`config.mk`:
```
export PLATFORM = sky130hd
export DESIGN_NAME = lzw_seq
export DESIGN_NICKNAME = d
export VERILOG_FILES = /design/src/lzw_pkg.sv /design/src/lzw_seq.sv
export SDC_FILE = /design/constraint.sdc
export NUM_CORES = 1
export LEC_CHECK = 0
export ABC_AREA = 1
export BUFFER_PORTS_ARGS = -buffer_cell sky130_fd_sc_hd__buf_2
export CAP_MARGIN = 25
export CORE_MARGIN = 10
export CORE_UTILIZATION = 49
export CTS_BUF_LIST = sky130_fd_sc_hd__clkbuf_8
export DETAILED_ROUTE_END_ITERATION = 8
export HOLD_SLACK_MARGIN = 0.05
export PLACE_DENSITY = 0.82
export SLEW_MARGIN = 40
export SYNTH_ARGS = -nofsm -noshare
export SYNTH_HDL_FRONTEND = slang
export SYNTH_SLANG_ARGS = --single-unit
export TNS_END_PERCENT = 30
```
`constraint.sdc`:
```
create_clock -name clk_i -period 1.7 [get_ports clk_i]
set_input_delay 0.17 -clock clk_i [delete_from_list [all_inputs] [get_ports clk_i]]
set_output_delay 0.17 -clock clk_i [all_outputs]
set_load 0.01 [all_outputs]
```
`src/lzw_pkg.sv`:
```
// Shared types and constants for the LZW decoder.
// Used by every module of the block; depends on nothing.
package lzw_pkg;

  // Fixed field widths
  localparam int CODE_W = 12;
  localparam int LEN_W  = 7;

  // Defaults for the top-level parameters
  localparam int DICT_DEPTH_DEF = 4096;
  localparam int MAX_STRING_DEF = 64;

  // Number of single-byte codes preset in the dictionary
  localparam int BASE_CODES = 256;

  // Saturation value of a stored string length
  localparam logic [LEN_W-1:0] LEN_SAT = 7'd127;

  // Result status codes
  localparam logic [1:0] ST_OK       = 2'd0;
  localparam logic [1:0] ST_BAD_CODE = 2'd1;
  localparam logic [1:0] ST_TOO_LONG = 2'd2;

  // One dictionary entry
  typedef struct packed {
    logic [CODE_W-1:0] prefix;
    logic [7:0]        tail;
    logic [7:0]        head;
    logic [LEN_W-1:0]  len;
  } dict_entry_t;

  // One result item
  typedef struct packed {
    logic [7:0] data;
    logic       last;
    logic [1:0] status;
  } out_item_t;

  // Sequencer states
  typedef enum logic [3:0] {
    S_IDLE,
    S_RDP,
    S_RDC,
    S_WR,
    S_RDL,
    S_LEN,
    S_WALK,
    S_EMIT,
    S_ERR
  } state_e;

endpackage

```
`src/lzw_seq.sv`:
```
// Sequencer of the LZW decoder: code checks, dictionary update, chain walk
// and byte emission, all through the single dictionary read port.
// Depends on lzw_pkg; drives lzw_dict and lzw_stack.
module lzw_seq #(
  parameter int DICT_DEPTH = lzw_pkg::DICT_DEPTH_DEF,
  parameter int MAX_STRING = lzw_pkg::MAX_STRING_DEF
) (
  input  logic                          clk_i,
  input  logic                          rst_ni,
  input  logic                          in_valid_i,
  output logic                          in_ready_o,
  input  logic [lzw_pkg::CODE_W-1:0]    code_i,
  output logic [$clog2(DICT_DEPTH)-1:0] dict_rd_addr_o,
  output logic                          dict_wr_en_o,
  output logic [$clog2(DICT_DEPTH)-1:0] dict_wr_addr_o,
  output lzw_pkg::dict_entry_t          dict_wr_entry_o,
  input  lzw_pkg::dict_entry_t          dict_rd_entry_i,
  output logic                          stk_wr_en_o,
  output logic [$clog2(MAX_STRING)-1:0] stk_wr_addr_o,
  output logic [7:0]                    stk_wr_data_o,
  output logic                          stk_rd_en_o,
  output logic [$clog2(MAX_STRING)-1:0] stk_rd_addr_o,
  input  logic [7:0]                    stk_rd_data_i,
  input  logic                          out_free_i,
  output logic                          item_vld_o,
  output lzw_pkg::out_item_t            item_o
);

  localparam int AW    = $clog2(DICT_DEPTH);
  localparam int SW    = $clog2(MAX_STRING);
  localparam int NFW   = AW + 1;
  localparam int CW    = lzw_pkg::CODE_W;
  localparam int LW    = lzw_pkg::LEN_W;
  localparam int CMPW  = (NFW > CW) ? NFW : CW;

  lzw_pkg::state_e state_q, state_d;

  logic [NFW-1:0] nf_q;
  logic [CW-1:0]  prev_q;
  logic           have_q;
  logic [CW-1:0]  code_q;
  logic           eqnf_q;
  logic [7:0]     phead_q;
  logic [LW-1:0]  plen_q;
  logic [LW-1:0]  len_q;
  logic [SW-1:0]  wi_q;
  logic [LW-1:0]  j_q;
  logic           sv_q;
  logic           rlast_q;
  logic [1:0]     err_q;

  logic accept;
  logic err_code;
  logic add_entry;
  logic err_len;
  logic load;
  logic issue;

  // Code checks against the fill count at acceptance
  always_comb begin
    err_code = (CMPW'(code_i) > CMPW'(nf_q)) ||
               (CMPW'(code_i) >= CMPW'(DICT_DEPTH)) ||
               ((CMPW'(code_i) == CMPW'(nf_q)) && !have_q);
    add_entry = have_q && (nf_q < NFW'(DICT_DEPTH)) &&
                (CMPW'(prev_q) < CMPW'(nf_q));
    err_len = (dict_rd_entry_i.len > LW'(MAX_STRING)) || (dict_rd_entry_i.len == '0);
  end

  assign accept = in_valid_i && in_ready_o;

  // Next state
  always_comb begin
    state_d = state_q;
    unique case (state_q)
      lzw_pkg::S_IDLE: begin
        if (accept) begin
          if (err_code)       state_d = lzw_pkg::S_ERR;
          else if (add_entry) state_d = lzw_pkg::S_RDP;
          else                state_d = lzw_pkg::S_RDL;
        end
      end
      lzw_pkg::S_RDP:  state_d = lzw_pkg::S_RDC;
      lzw_pkg::S_RDC:  state_d = lzw_pkg::S_WR;
      lzw_pkg::S_WR:   state_d = lzw_pkg::S_RDL;
      lzw_pkg::S_RDL:  state_d = lzw_pkg::S_LEN;
      lzw_pkg::S_LEN:  state_d = err_len ? lzw_pkg::S_ERR : lzw_pkg::S_WALK;
      lzw_pkg::S_WALK: begin
        if (wi_q == '0) state_d = lzw_pkg::S_EMIT;
      end
      lzw_pkg::S_EMIT: begin
        if (load && rlast_q) state_d = lzw_pkg::S_IDLE;
      end
      lzw_pkg::S_ERR: begin
        if (out_free_i) state_d = lzw_pkg::S_IDLE;
      end
      default: state_d = lzw_pkg::S_IDLE;
    endcase
  end

  // Outputs and port controls
  always_comb begin
    in_ready_o      = 1'b0;
    dict_rd_addr_o  = AW'(code_q);
    dict_wr_en_o    = 1'b0;
    dict_wr_addr_o  = nf_q[AW-1:0];
    dict_wr_entry_o.prefix = prev_q;
    dict_wr_entry_o.tail   = eqnf_q ? phead_q : dict_rd_entry_i.head;
    dict_wr_entry_o.head   = phead_q;
    dict_wr_entry_o.len    = (plen_q == lzw_pkg::LEN_SAT) ? lzw_pkg::LEN_SAT
                                                          : plen_q + LW'(1);
    stk_wr_en_o     = 1'b0;
    stk_wr_addr_o   = wi_q;
    stk_wr_data_o   = dict_rd_entry_i.tail;
    stk_rd_addr_o   = j_q[SW-1:0];
    load            = 1'b0;
    issue           = 1'b0;
    item_vld_o      = 1'b0;
    item_o.data     = stk_rd_data_i;
    item_o.last     = rlast_q;
    item_o.status   = lzw_pkg::ST_OK;
    unique case (state_q)
      lzw_pkg::S_IDLE: in_ready_o = 1'b1;
      lzw_pkg::S_RDP:  dict_rd_addr_o = AW'(prev_q);
      lzw_pkg::S_RDC:  dict_rd_addr_o = AW'(code_q);
      lzw_pkg::S_WR:   dict_wr_en_o = 1'b1;
      lzw_pkg::S_RDL:  dict_rd_addr_o = AW'(code_q);
      lzw_pkg::S_LEN:  dict_rd_addr_o = AW'(code_q);
      lzw_pkg::S_WALK: begin
        stk_wr_en_o    = 1'b1;
        dict_rd_addr_o = AW'(dict_rd_entry_i.prefix);
      end
      lzw_pkg::S_EMIT: begin
        load       = sv_q && out_free_i;
        issue      = (j_q < len_q) && (!sv_q || load);
        item_vld_o = load;
      end
      lzw_pkg::S_ERR: begin
        item_vld_o    = out_free_i;
        item_o.data   = '0;
        item_o.last   = 1'b1;
        item_o.status = err_q;
      end
      default: ;
    endcase
    stk_rd_en_o = issue;
  end

  // Control registers
  always_ff @(posedge clk_i or negedge rst_ni) begin
    if (!rst_ni) begin
      state_q <= lzw_pkg::S_IDLE;
      nf_q    <= NFW'(lzw_pkg::BASE_CODES);
      prev_q  <= '0;
      have_q  <= 1'b0;
      wi_q    <= '0;
      j_q     <= '0;
      sv_q    <= 1'b0;
      rlast_q <= 1'b0;
    end else begin
      state_q <= state_d;
      // Advance the fill count on each new entry
      if (state_q == lzw_pkg::S_WR) begin
        nf_q <= nf_q + NFW'(1);
      end
      // Take the code as previous once it passed the range checks
      if (state_q == lzw_pkg::S_RDL) begin
        prev_q <= code_q;
        have_q <= 1'b1;
      end
      // Walk index: start at the last stack slot, step down
      if (state_q == lzw_pkg::S_LEN) begin
        wi_q <= SW'(dict_rd_entry_i.len - LW'(1));
      end else if (state_q == lzw_pkg::S_WALK) begin
        wi_q <= wi_q - SW'(1);
      end
      // Emission read pointer and pending-data flag
      if (state_q == lzw_pkg::S_LEN) begin
        j_q  <= '0;
        sv_q <= 1'b0;
      end else if (state_q == lzw_pkg::S_EMIT) begin
        if (issue) begin
          j_q     <= j_q + LW'(1);
          rlast_q <= (j_q == len_q - LW'(1));
        end
        sv_q <= issue || (sv_q && !load);
      end
    end
  end

  // Payload registers
  always_ff @(posedge clk_i) begin
    if (accept) begin
      code_q <= code_i;
      eqnf_q <= (CMPW'(code_i) == CMPW'(nf_q));
      err_q  <= lzw_pkg::ST_BAD_CODE;
    end
    if (state_q == lzw_pkg::S_RDC) begin
      phead_q <= dict_rd_entry_i.head;
      plen_q  <= dict_rd_entry_i.len;
    end
    if (state_q == lzw_pkg::S_LEN) begin
      len_q <= dict_rd_entry_i.len;
      err_q <= lzw_pkg::ST_TOO_LONG;
    end
  end

  // A new entry is only written while the table has room
  assert property (@(posedge clk_i) disable iff (!rst_ni)
    (state_q == lzw_pkg::S_WR) |-> (nf_q < NFW'(DICT_DEPTH)))
    else $error("dictionary write beyond depth");

  // The fill count never moves backward
  assert property (@(posedge clk_i) disable iff (!rst_ni)
    (state_q != lzw_pkg::S_IDLE) |=> (nf_q >= $past(nf_q)))
    else $error("fill count decreased");

  // The previous code always names an existing entry
  assert property (@(posedge clk_i) disable iff (!rst_ni)
    (have_q && state_q == lzw_pkg::S_IDLE) |-> (CMPW'(prev_q) < CMPW'(nf_q)))
    else $error("previous code not in dictionary");

  // The walk only runs on a string that fits the stack
  assert property (@(posedge clk_i) disable iff (!rst_ni)
    (state_q == lzw_pkg::S_WALK) |-> (len_q != '0 && len_q <= LW'(MAX_STRING)))
    else $error("walk on bad string length");

  // The final byte of a string returns the sequencer to idle
  assert property (@(posedge clk_i) disable iff (!rst_ni)
    (item_vld_o && item_o.last) |=> (state_q == lzw_pkg::S_IDLE))
    else $error("sequencer busy after final byte");

endmodule

```
==> metrics, run 1 <==
wire per inst=16.6 microns; antenna viol nets, final=0; Reg area=2220 sq um; HPWL Detailed=about 11000 microns; setup violators final=44; largest net degree at the start of global routing=46; Fillers=~740; DR vias=roughly 5000; Final Skew=~0.012 ns; GRT Util Overall=0.205; Initial DRC Count=365; DIE AREA=around 15000 sq um; CP Launch Point=plen_q[1]$_DFFE_PP_; Warnings, synthesis=0; RSZ-0062 raised after global routing=true; worst-path maximum fanout=6; PortBufs=about 140; Root Driver=clkbuf_8; largest family of logic cells by synthesized area=simple AND/OR/NAND/NOR gates; Remaining Overflow, GRT=0; crit end category=output pin; Hold WC Path Type=in -> reg; CTS buffer count=9; mux contribution to synthesized area=0.0174; Critical Setup Path Class=reg -> out; Mean Syn Cell Area=just over 8 sq um; antenna diode count=0; Fin Hold WS=just over 0.08 ns; Syn-to-layout area delta=40.3%; Reg2Reg Launch Point=len_q[2]$_DFFE_PP_; vias in the first global route=approximately 5100; Area contributors post-synth=dfrtp_1, edfxtp_1, nand2_1, ha_1, inv_1; Synth Area in Simple Gates=0.263; Leakage=between 0.003 and 0.004 uW; commonest cells in the netlist=nand2_1, inv_1, nand3_1; row cnt=37; Slew HR=0.748; biggest area consumer among synthesized cells=dfrtp_1; period utilization=1.13; Synth async-reset ratio=0.549; post-route design area=~7300 sq um; PwrDens=1180 nW/um^2; status=complete, but fails checks; Unique masters post-synth=42; Post-Synth Adder-Cell Area=0.0846; first-pass GRT wire length=around 25000 microns; Worst EP arrival=roughly 1.8 ns; count leader, synth=nand2_1; Worst Hold Launch=dict_rd_entry_i[1]; CTS tree=done; Final nets=just over 900; Cells after Synth=632; clk_lat worst skew=between 0.3 and 0.4 ns; maxcap violations=0; Synth Area in Compound Gates=0.0544; number of flops mapped to enable cells by yosys=35; IO Count=approximately 150; top cell type's share of synthesized area=0.213; CTS Sinks=82; fmax=about 520 MHz; DR pass1 iterations=5; Final Hold Vio Count=0; post-synthesis sequential area ratio=0.429; Core ar.=10300 sq um; Max Buffers Root-to-Sink=2; DRC viols=0; post-route setup slack=-0.218 ns; area occupied by multi-input gates=between 2000 and 3000 sq um; Worst Tran Pin Value=about 0.38 ns; Max Slew Vio Count=0; Worst setup SP type=register; clock slew at reported path FFs=roughly 0.1 ns; mapped cell area=~5200 sq um; final wirelength=approximately 16000 microns; CTS H-tree depth=3; top_reg_cell synth=dfrtp_1; Initial Utilization=0.501; flops & latches, synth=82; Die Wd=123 microns; Via density=about 5.0; initial antenna violation count=0; crit path time final=~1.9 ns; Peak VDD IR=802 uV; post-synthesis xor/xnor area fraction=0.0389; violated checks=setup timing; gp weighted congestion=around 0.9; Syn Nets=just over 700; placed cell areas=approximately 6200 sq um; CP required=1.53 ns; Die Height=about 120 microns; layout cells sized above 1=0.389
## registers in the layout, summed over array words and instances, names as in the netlist
name,flops
nf_q,13
j_q,7
stk_wr_addr_o,6
prev_q,12
have_q,1
rlast_q,1
code_q,12
eqnf_q,1
state_q,4
err_q,2
len_q,7
sv_q,1
phead_q,8
plen_q,7
## stage by stage
step / util / setup WS (ns) / std cells / power, uW / setup TNS (ns)
6_report: 0.703 / -0.218 / 980 / 8550 / -3.56
5_1_grt: 0.703 / -0.345 / 980 / 9160 / -7.72
4_1_cts: 0.674 / -0.204 / 971 / 8260 / -3.34
3_5_place_dp: 0.597 / -0.116 / 916 / 6360 / -0.545
3_3_place_gp: 0.597 / -0.0153 / 916 / 6280 / -0.0153
2_1_floorplan: - / -0.0681 / 632 / 4970 / -0.0681
## cells in the final DEF, fill, tap and decap left out, types with 8 or more instances in the layout
| master | synthesis | final |
|---|---|---|
| nand2_1 | 172 | 157 |
| o21ai_0 | 20 | 15 |
| clkbuf_8 | 0 | 9 |
| edfxtp_1 | 35 | 35 |
| nand3_2 | 2 | 15 |
| buf_4 | 26 | 62 |
| buf_6 | 2 | 17 |
| buf_2 | 3 | 122 |
| nor2_4 | 4 | 12 |
| inv_1 | 87 | 73 |
| a21oi_1 | 15 | 10 |
| dlygate4sd3_1 | 0 | 26 |
| nand2_2 | 3 | 17 |
| nor2_1 | 51 | 42 |
| dfrtp_1 | 44 | 42 |
| mux2_2 | 8 | 8 |
| xor2_1 | 18 | 18 |
| nand3_1 | 57 | 42 |
| inv_2 | 2 | 15 |
| ha_1 | 35 | 29 |
## layout make-up
| class | instances | area share |
|---|---|---|
| multi-input cells | 425 | 0.374 |
| repair buffers | 232 | 0.222 |
| clock buffers | 9 | 0.0171 |
| well taps | 136 | 0.0234 |
| flip-flops and latches | 82 | 0.306 |
| inverters | 89 | 0.0464 |
| clock inverters | 7 | 0.0114 |
## critical path: stages, from the launching register on
cell,delay (ns)
edfxtp_1,0.38
ha_2,0.20
nand2_2,0.08
nor2_4,0.14
inv_2,0.06
nor2_4,0.13
nand3_4,0.11
o21ai_1,0.12
buf_2,0.17
## routing by layer
metal  GRT usage  vias to the layer above  wire, microns
met4      0.0817                        0            308
met2       0.367                      170           8680
met1       0.233                     2323           6340
met5           0                        -              0
li1            -                     2422              -
met3      0.0404                       25            959
## timing repair
item / in CTS / in global routing
endpoints found under the hold margin: 72 / 1
pin swaps: 12 / 12
gates resized for setup: 64 / 55
hold buffers: 25 / 1
gates cloned: 1 / 0
setup endpoints to repair: 42 / 80
setup buffers: 13 / 8
## logic make-up after synthesis
| logic type | count (synthesis) |
|---|---|
| buf+inv | 125 |
| compound gates | 48 |
| flops | 82 |
| mux | 8 |
| simple gates | 311 |
| xor+xnor | 23 |
| fa+ha+maj | 35 |
## final timing paths
check | to | slack, ns | cells after the start
worst max-delay path | dict_wr_entry_o[4] | -0.22 | 8
worst min-delay path | len_q[1]$_DFFE_PP_ | 0.08 | 1
worst max register to register | j_q[5]$_DFFE_PN0P_ | -0.09 | 10
worst min register to register | err_q[1]$_SDFFE_PP1P_ | 0.48 | 2
max in group asynchronous | nf_q[8]$_DFFE_PN1P_ | 1.11 | 3
min in group asynchronous | prev_q[7]$_DFFE_PN0P_ | 0.32 | 3
## power by group
group	switching, uW	internal, uW
Sequential	401	2550
Combinational	2300	1770
Clock	815	708
Total	3510	5030
Power figures use the tool's default switching activity.
==> run 2, diff against run 1 <==
Settings changed: CORE_UTILIZATION 49 to 54, PLACE_DENSITY 0.82 to 0.86.
Clock period 1.7 ns to 1.8 ns, I/O delays scaled along.
==> run 2 against run 1 <==
The run still ends with setup timing left. Largest cell class unchanged. Clock skew up 0.00055 ns. Highest routed layer unchanged. Largest power group unchanged. Critical endpoint is now dict_rd_addr_o[5]. Sequential share of layout area up 0.085 points. Critical path type unchanged. Final area down 0.28%. Die area down 7.8%. Via count up 5.9%.
==> metrics, run 2 (synthesis gave the netlist of run 1 again) <==
Die Height=between 100 and 150 microns; Leakage=between 0.003 and 0.004 uW; CTS Sinks=approximately 80; Initial DRC Count=about 500; final wirelength=around 18000 microns; PortBufs=137; Design Power=roughly 8300 uW; PwrDens=around 1200 nW/um^2; clk_lat worst skew=0.37 ns; sw frac=0.415; area occupied by multi-input gates=2770 sq um; Die Wd=roughly 120 microns; Reg area=approximately 2200 sq um; Critical R2R Capture=state_q[0]$_DFFE_PN0P_; setup violators final=24; Worst EP arrival=1.74 ns; commonest non-fill, non-tap cell in the layout=nand2_1; antenna viol nets, final=0; Hold Crit Depth=1; Peak VDD IR=~750 uV; IO Count=approximately 150; Flop pwr share=0.343; max reg flops=13; CP Launch Point=state_q[1]$_DFFE_PN0P_; Final nets=927; Fillers=just under 600; HPWL Detailed=around 12000 microns; vias in the first global route=about 5400; r2r worst-path depth=11; Switch Pwr=3470 uW; Slew HR=0.633; Syn-to-layout area delta=39.9%; Worst setup SP type=register; Largest Register=nf_q; Via density=5.41; first-pass GRT wire length=roughly 26000 microns; Core ar.=9280 sq um; CTS tree=done; post-route setup slack=-0.116 ns; CP required=roughly 1.6 ns; Root Driver=clkbuf_8; largest net degree at the start of global routing=24; Reg2Reg Launch Point=nf_q[8]$_DFFE_PN1P_; Min-Delay Endpoint=plen_q[4]$_DFFE_PP_; initial antenna violation count=0; Final Hold Vio Count=0; crit path time final=approximately 1.9 ns; Critical Setup Path Class=reg -> out; fmax=~520 MHz; CTS buffer count=9; Logic pwr share=0.481; DR vias=about 5200; flop-to-flop setup slack=-0.02 ns; Worst Tran Pin Value=between 0.5 and 0.6 ns; Max Buffers Root-to-Sink=2; P_int=just under 5000 uW; layout cells sized above 1=0.397; Clock Power Share=0.177; clock slew at reported path FFs=about 0.080 ns; Final Util=0.780; Worst Hold Launch=dict_rd_entry_i[4]; violated checks=setup timing; post-route design area=~7200 sq um; CTS H-tree depth=3; most frequent cells in the layout=nand2_1, buf_2, inv_1; RSZ-0062 raised after global routing=true; gp weighted congestion=0.897; period utilization=1.06; placed cell areas=6030 sq um; Max Slew Vio Count=0; wire per inst=between 15 and 20 microns; GRT Util Overall=0.224; DIE AREA=between 10000 and 15000 sq um; antenna diode count=0; DR pass1 iterations=7; Initial Utilization=0.557; maxcap violations=0; Top Registers=nf_q x13, code_q x12, prev_q x12; Hold WC Path Type=in -> reg; row cnt=35; DRC viols=0; Remaining Overflow, GRT=0; crit end category=output pin; worst-path maximum fanout=12; status=complete, but fails checks; Final Skew=0.0124 ns
-- run 2: changes by cell type in the layout (fill, tap and decap cells not counted), moves of 3 or more --
cell | previous run | this run
buf_2 | 122 | 126
nor2_2 | 3 | 6
dlygate4sd3_1 | 26 | 21
ha_4 | 5 | 10
ha_1 | 29 | 24
buf_4 | 62 | 58
inv_2 | 15 | 18
nand2_4 | 1 | 8
nand2_2 | 17 | 12
inv_6 | 5 | 0
nor2_1 | 42 | 39
-- run 2: worst max-delay path, cell delays in order (launching register included) --
cell	delay, ns
dfrtp_2	0.48
nor2_4	0.17
buf_12	0.13
buf_4	0.21
nand3_1	0.16
nand3_2	0.12
buf_6	0.11
-- run 2: final cells by class --
type / count / area share
timing repair buffer: 226 / 0.212
sequential: 82 / 0.307
multi-input combinational: 425 / 0.382
clock buffer: 9 / 0.0171
clock inverter: 7 / 0.0121
inverter: 89 / 0.0479
tap: 129 / 0.0223
-- run 2: timing repair --
item / 4_1_cts / 5_1_grt
endpoints found under the setup margin: 34 / 62
gates cloned: 1 / 1
hold buffers: 21 / 0
pin swaps: 10 / 25
endpoints found under the hold margin: 41 / 0
resized for setup: 40 / 95
setup buffers: 14 / 19
-- run 2: per-stage QoR --
stage | hold slack (ns) | instances | TNS (ns) | setup WS [ns]
after global routing | 0.0507 | 967 | -3.96 | -0.191
after CTS | 0.0551 | 947 | -0.884 | -0.0762
final | 0.0605 | 967 | -1.50 | -0.116
after floorplan | -0.116 | 632 | 0 | 0.0185
after detailed placement | 0.193 | 895 | -0.121 | -0.0431
after global placement | 0.188 | 895 | 0 | 0.0234
-- run 2: how the worst max path moves through the flow --
stage,endpoint,slack [ns],cells after the start
2_1_floorplan,code_q[0]$_DFFE_PP_,0.02,5
3_3_place_gp,j_q[6]$_DFFE_PN0P_,0.02,7
3_5_place_dp,j_q[6]$_DFFE_PN0P_,-0.04,7
6_report,dict_rd_addr_o[5],-0.12,6
5_1_grt,dict_wr_entry_o[2],-0.19,8
4_1_cts,dict_rd_addr_o[3],-0.08,7
-- run 2: metal layers --
| metal | vias to the layer above | part of all wire | GRT usage |
|---|---|---|---|
| met5 | - | 0 | 0 |
| met4 | 0 | 0.045 | 0.0989 |
| met3 | 77 | 0.072 | 0.0552 |
| met2 | 271 | 0.52 | 0.415 |
| met1 | 2482 | 0.36 | 0.233 |
| li1 | 2400 | - | - |
-- run 2: power by group through the flow --
stage / combinational (uW) / clock, uW / sequential [uW]
after floorplan: 1860 / 0 / 2830
after global placement: 3020 / 0 / 2790
after detailed placement: 3170 / 0 / 2810
after CTS: 3430 / 1460 / 2780
after global routing: 4370 / 1550 / 2910
final: 4010 / 1480 / 2860
==> run 3, diff against run 2 <==
Settings changed: ABC_AREA 1 to unset, CORE_UTILIZATION 54 to 53, PLACE_DENSITY 0.86 to 0.85.
==> run 3 against run 2 <==
The run still ends with setup timing left. Die area down 2.7%. Highest routed layer unchanged. Wire length down 7.5%. Core utilization down 0.58 points. Critical path depth up 1. Global-route usage up 0.43 points. Sequential share of layout area up 0.64 points. Clock skew down 0.0045 ns. Synthesized cell count down 24%. Largest power group unchanged. Synthesized area down 5.0%. Final cell count down 15%. Sequential power up 8.4%. Register-to-register slack worse by 0.36 ns.
==> metrics, run 3 <==
Via density=5.74; setup violators final=53; Syn Nets=about 580; Design Power=between 10000 and 15000 uW; commonest cells in the netlist=nand2_1, dfrtp_1, edfxtp_1, ha_1, buf_4; Remaining Overflow, GRT=0; Die Wd=116 microns; mapped cell area=around 5000 sq um; Worst EP arrival=about 2.0 ns; PwrDens=1410 nW/um^2; period utilization=1.22; top_reg_cell synth=dfrtp_1; Critical Setup Path Class=reg -> out; Synth async-reset ratio=0.549; Leakage=about 0.0033 uW; Unique masters post-synth=61; GRT Util Overall=0.229; IO Count=around 150; status=complete, but fails checks; Peak VDD IR=892 uV; crit path time final=approximately 2.2 ns; Die Height=roughly 120 microns; PortBufs=137; clk_lat worst skew=0.37 ns; most frequent cells in the layout=buf_2, buf_4, nand2_1; Final Hold Vio Count=0; post-route setup slack=-0.395 ns; Final nets=between 700 and 800; post-synthesis sequential area ratio=0.451; gp weighted congestion=between 0.8 and 0.9; Syn-to-layout area delta=44.1%; HPWL Detailed=10800 microns; max reg flops=13; maxcap violations=0; commonest non-fill, non-tap cell in the layout=buf_2; Max Buffers Root-to-Sink=2; Top Registers=nf_q x13, code_q x12, prev_q x12; Fin Hold WS=a little over 0.06 ns; first-pass GRT wire length=between 20000 and 25000 microns; vias in the first global route=slightly below 5000; RSZ-0062 raised after global routing=true; Mean Syn Cell Area=10.2 sq um; Core ar.=a little over 9000 sq um; count leader, synth=nand2_1; row cnt=35; DIE AREA=~14000 sq um; clock slew at reported path FFs=~0.090 ns; antenna viol nets, final=0; fmax=between 400 and 500 MHz; wire per inst=20.0 microns; number of flops mapped to enable cells by yosys=35; largest net degree at the start of global routing=24; DR pass1 iterations=5; layout cells sized above 1=0.467; CTS buffer count=9; CTS Sinks=82; Initial DRC Count=~260; Root Driver=clkbuf_8; CTS tree=done; CTS H-tree depth=3; Warnings, synthesis=0; Final Skew=around 0.0079 ns; Largest Register=nf_q; DRC viols=0; flops & latches, synth=between 80 and 90; Worst setup SP type=register; Hold WC Path Type=in -> reg; Worst Tran Pin Value=between 0.5 and 0.6 ns; Max Slew Vio Count=0; CP required=1.62 ns; antenna diode count=0; DR vias=4699; Initial Utilization=0.537; top cell type's share of synthesized area=0.224; crit end category=output pin; violated checks=setup timing; Cells after Synth=~480; Area contributors post-synth=dfrtp_1, edfxtp_1, ha_1, mux2_2, xnor2_1; final wirelength=roughly 16000 microns; initial antenna violation count=0; biggest area consumer among synthesized cells=dfrtp_1; worst-path maximum fanout=4; Slew HR=0.632
-- run 3: changes by cell type after synthesis, moves of 6 or more --
cell / previous run / this run
clkbuf_1: 5 / 11
nor3_1: 5 / 15
and3_1: 1 / 8
xor2_1: 18 / 9
mux2_2: 8 / 20
nand3_1: 57 / 16
nand2_1: 172 / 56
xnor2_1: 5 / 25
a22oi_1: 0 / 12
nor2_1: 51 / 20
inv_1: 87 / 24
nor2b_1: 0 / 13
-- run 3: cell families (layout without fill, tap and decap cells) --
family | after synthesis | after routing | share of synthesized area
and+or+nand+nor | 168 | 168 | 0.179
DFF | 82 | 82 | 0.451
AOI/OAI and AO/OA | 75 | 75 | 0.0995
buffers and inverters | 66 | 292 | 0.0728
adders and majority gates | 35 | 35 | 0.0891
xor gates and xnor gates | 34 | 34 | 0.0606
muxes | 21 | 21 | 0.0479
-- run 3: metal layers --
layer / part of all wire / wire length, microns / track usage
met4: 0.044 / 716 / 0.0951
met5: 0 / 0 / 0
met2: 0.51 / 8370 / 0.407
met3: 0.075 / 1230 / 0.0616
met1: 0.37 / 6060 / 0.251
-- run 3: path summary, 6_finish.rpt --
check,from,slack (ns),to,depth (start not counted)
worst min register to register,err_q[1]$_SDFFE_PP1P_,0.48,err_q[1]$_SDFFE_PP1P_,2
max in group asynchronous,rst_ni,0.83,have_q$_DFFE_PN0P_,3
worst min-delay path,dict_rd_entry_i[4],0.06,plen_q[4]$_DFFE_PP_,1
worst max register to register,state_q[3]$_DFFE_PN0P_,-0.38,rlast_q$_DFFE_PN0P_,9
min in group asynchronous,rst_ni,0.34,nf_q[9]$_DFFE_PN0P_,2
worst max-delay path,state_q[3]$_DFFE_PN0P_,-0.40,stk_rd_en_o,7
-- run 3: what timing repair did --
| action | in CTS | in global routing |
|---|---|---|
| cloned | 2 | 0 |
| resized for setup | 49 | 42 |
| setup endpoints to repair | 48 | 69 |
| hold buffers | 22 | 1 |
| endpoints found under the hold margin | 42 | 1 |
| buffers inserted | 13 | 5 |
| pin swaps | 15 | 15 |
-- run 3: power breakdown --
part | leakage, uW | switching [uW] | internal, uW
clock | 0.0000962 | 744 | 651
combinational | 0.00228 | 2860 | 2670
sequential | 0.000902 | 515 | 2580
-- run 3: stage by stage --
step	instance area, sq um	utilization	TNS [ns]	setup slack, ns	std cells
2_1_floorplan	4950	-	-4.22	-0.259	481
3_3_place_gp	6090	0.665	-0.315	-0.0517	759
3_5_place_dp	6090	0.665	-1.08	-0.173	759
4_1_cts	6860	0.750	-8.27	-0.374	812
5_1_grt	7090	0.774	-15.13	-0.452	818
6_report	7090	0.774	-11.52	-0.395	818
-- run 3: area by class of cell --
class,instances,area [sq um]
Multi-Input combinational cell,333,2630
Clock inverter,7,76.3
Fill cell,542,2070
Tap cell,111,139
Sequential cell,82,2220
Inverter,26,106
Timing Repair Buffer,250,1790
Clock buffer,9,124
-- run 3: worst max-delay path: stages, from the launching register on --
cell	delay, ns
dfrtp_1	0.41
nand2b_4	0.16
or4_4	0.58
a21oi_2	0.20
a21oi_4	0.05
clkinv_2	0.06
buf_6	0.09
buf_6	0.09
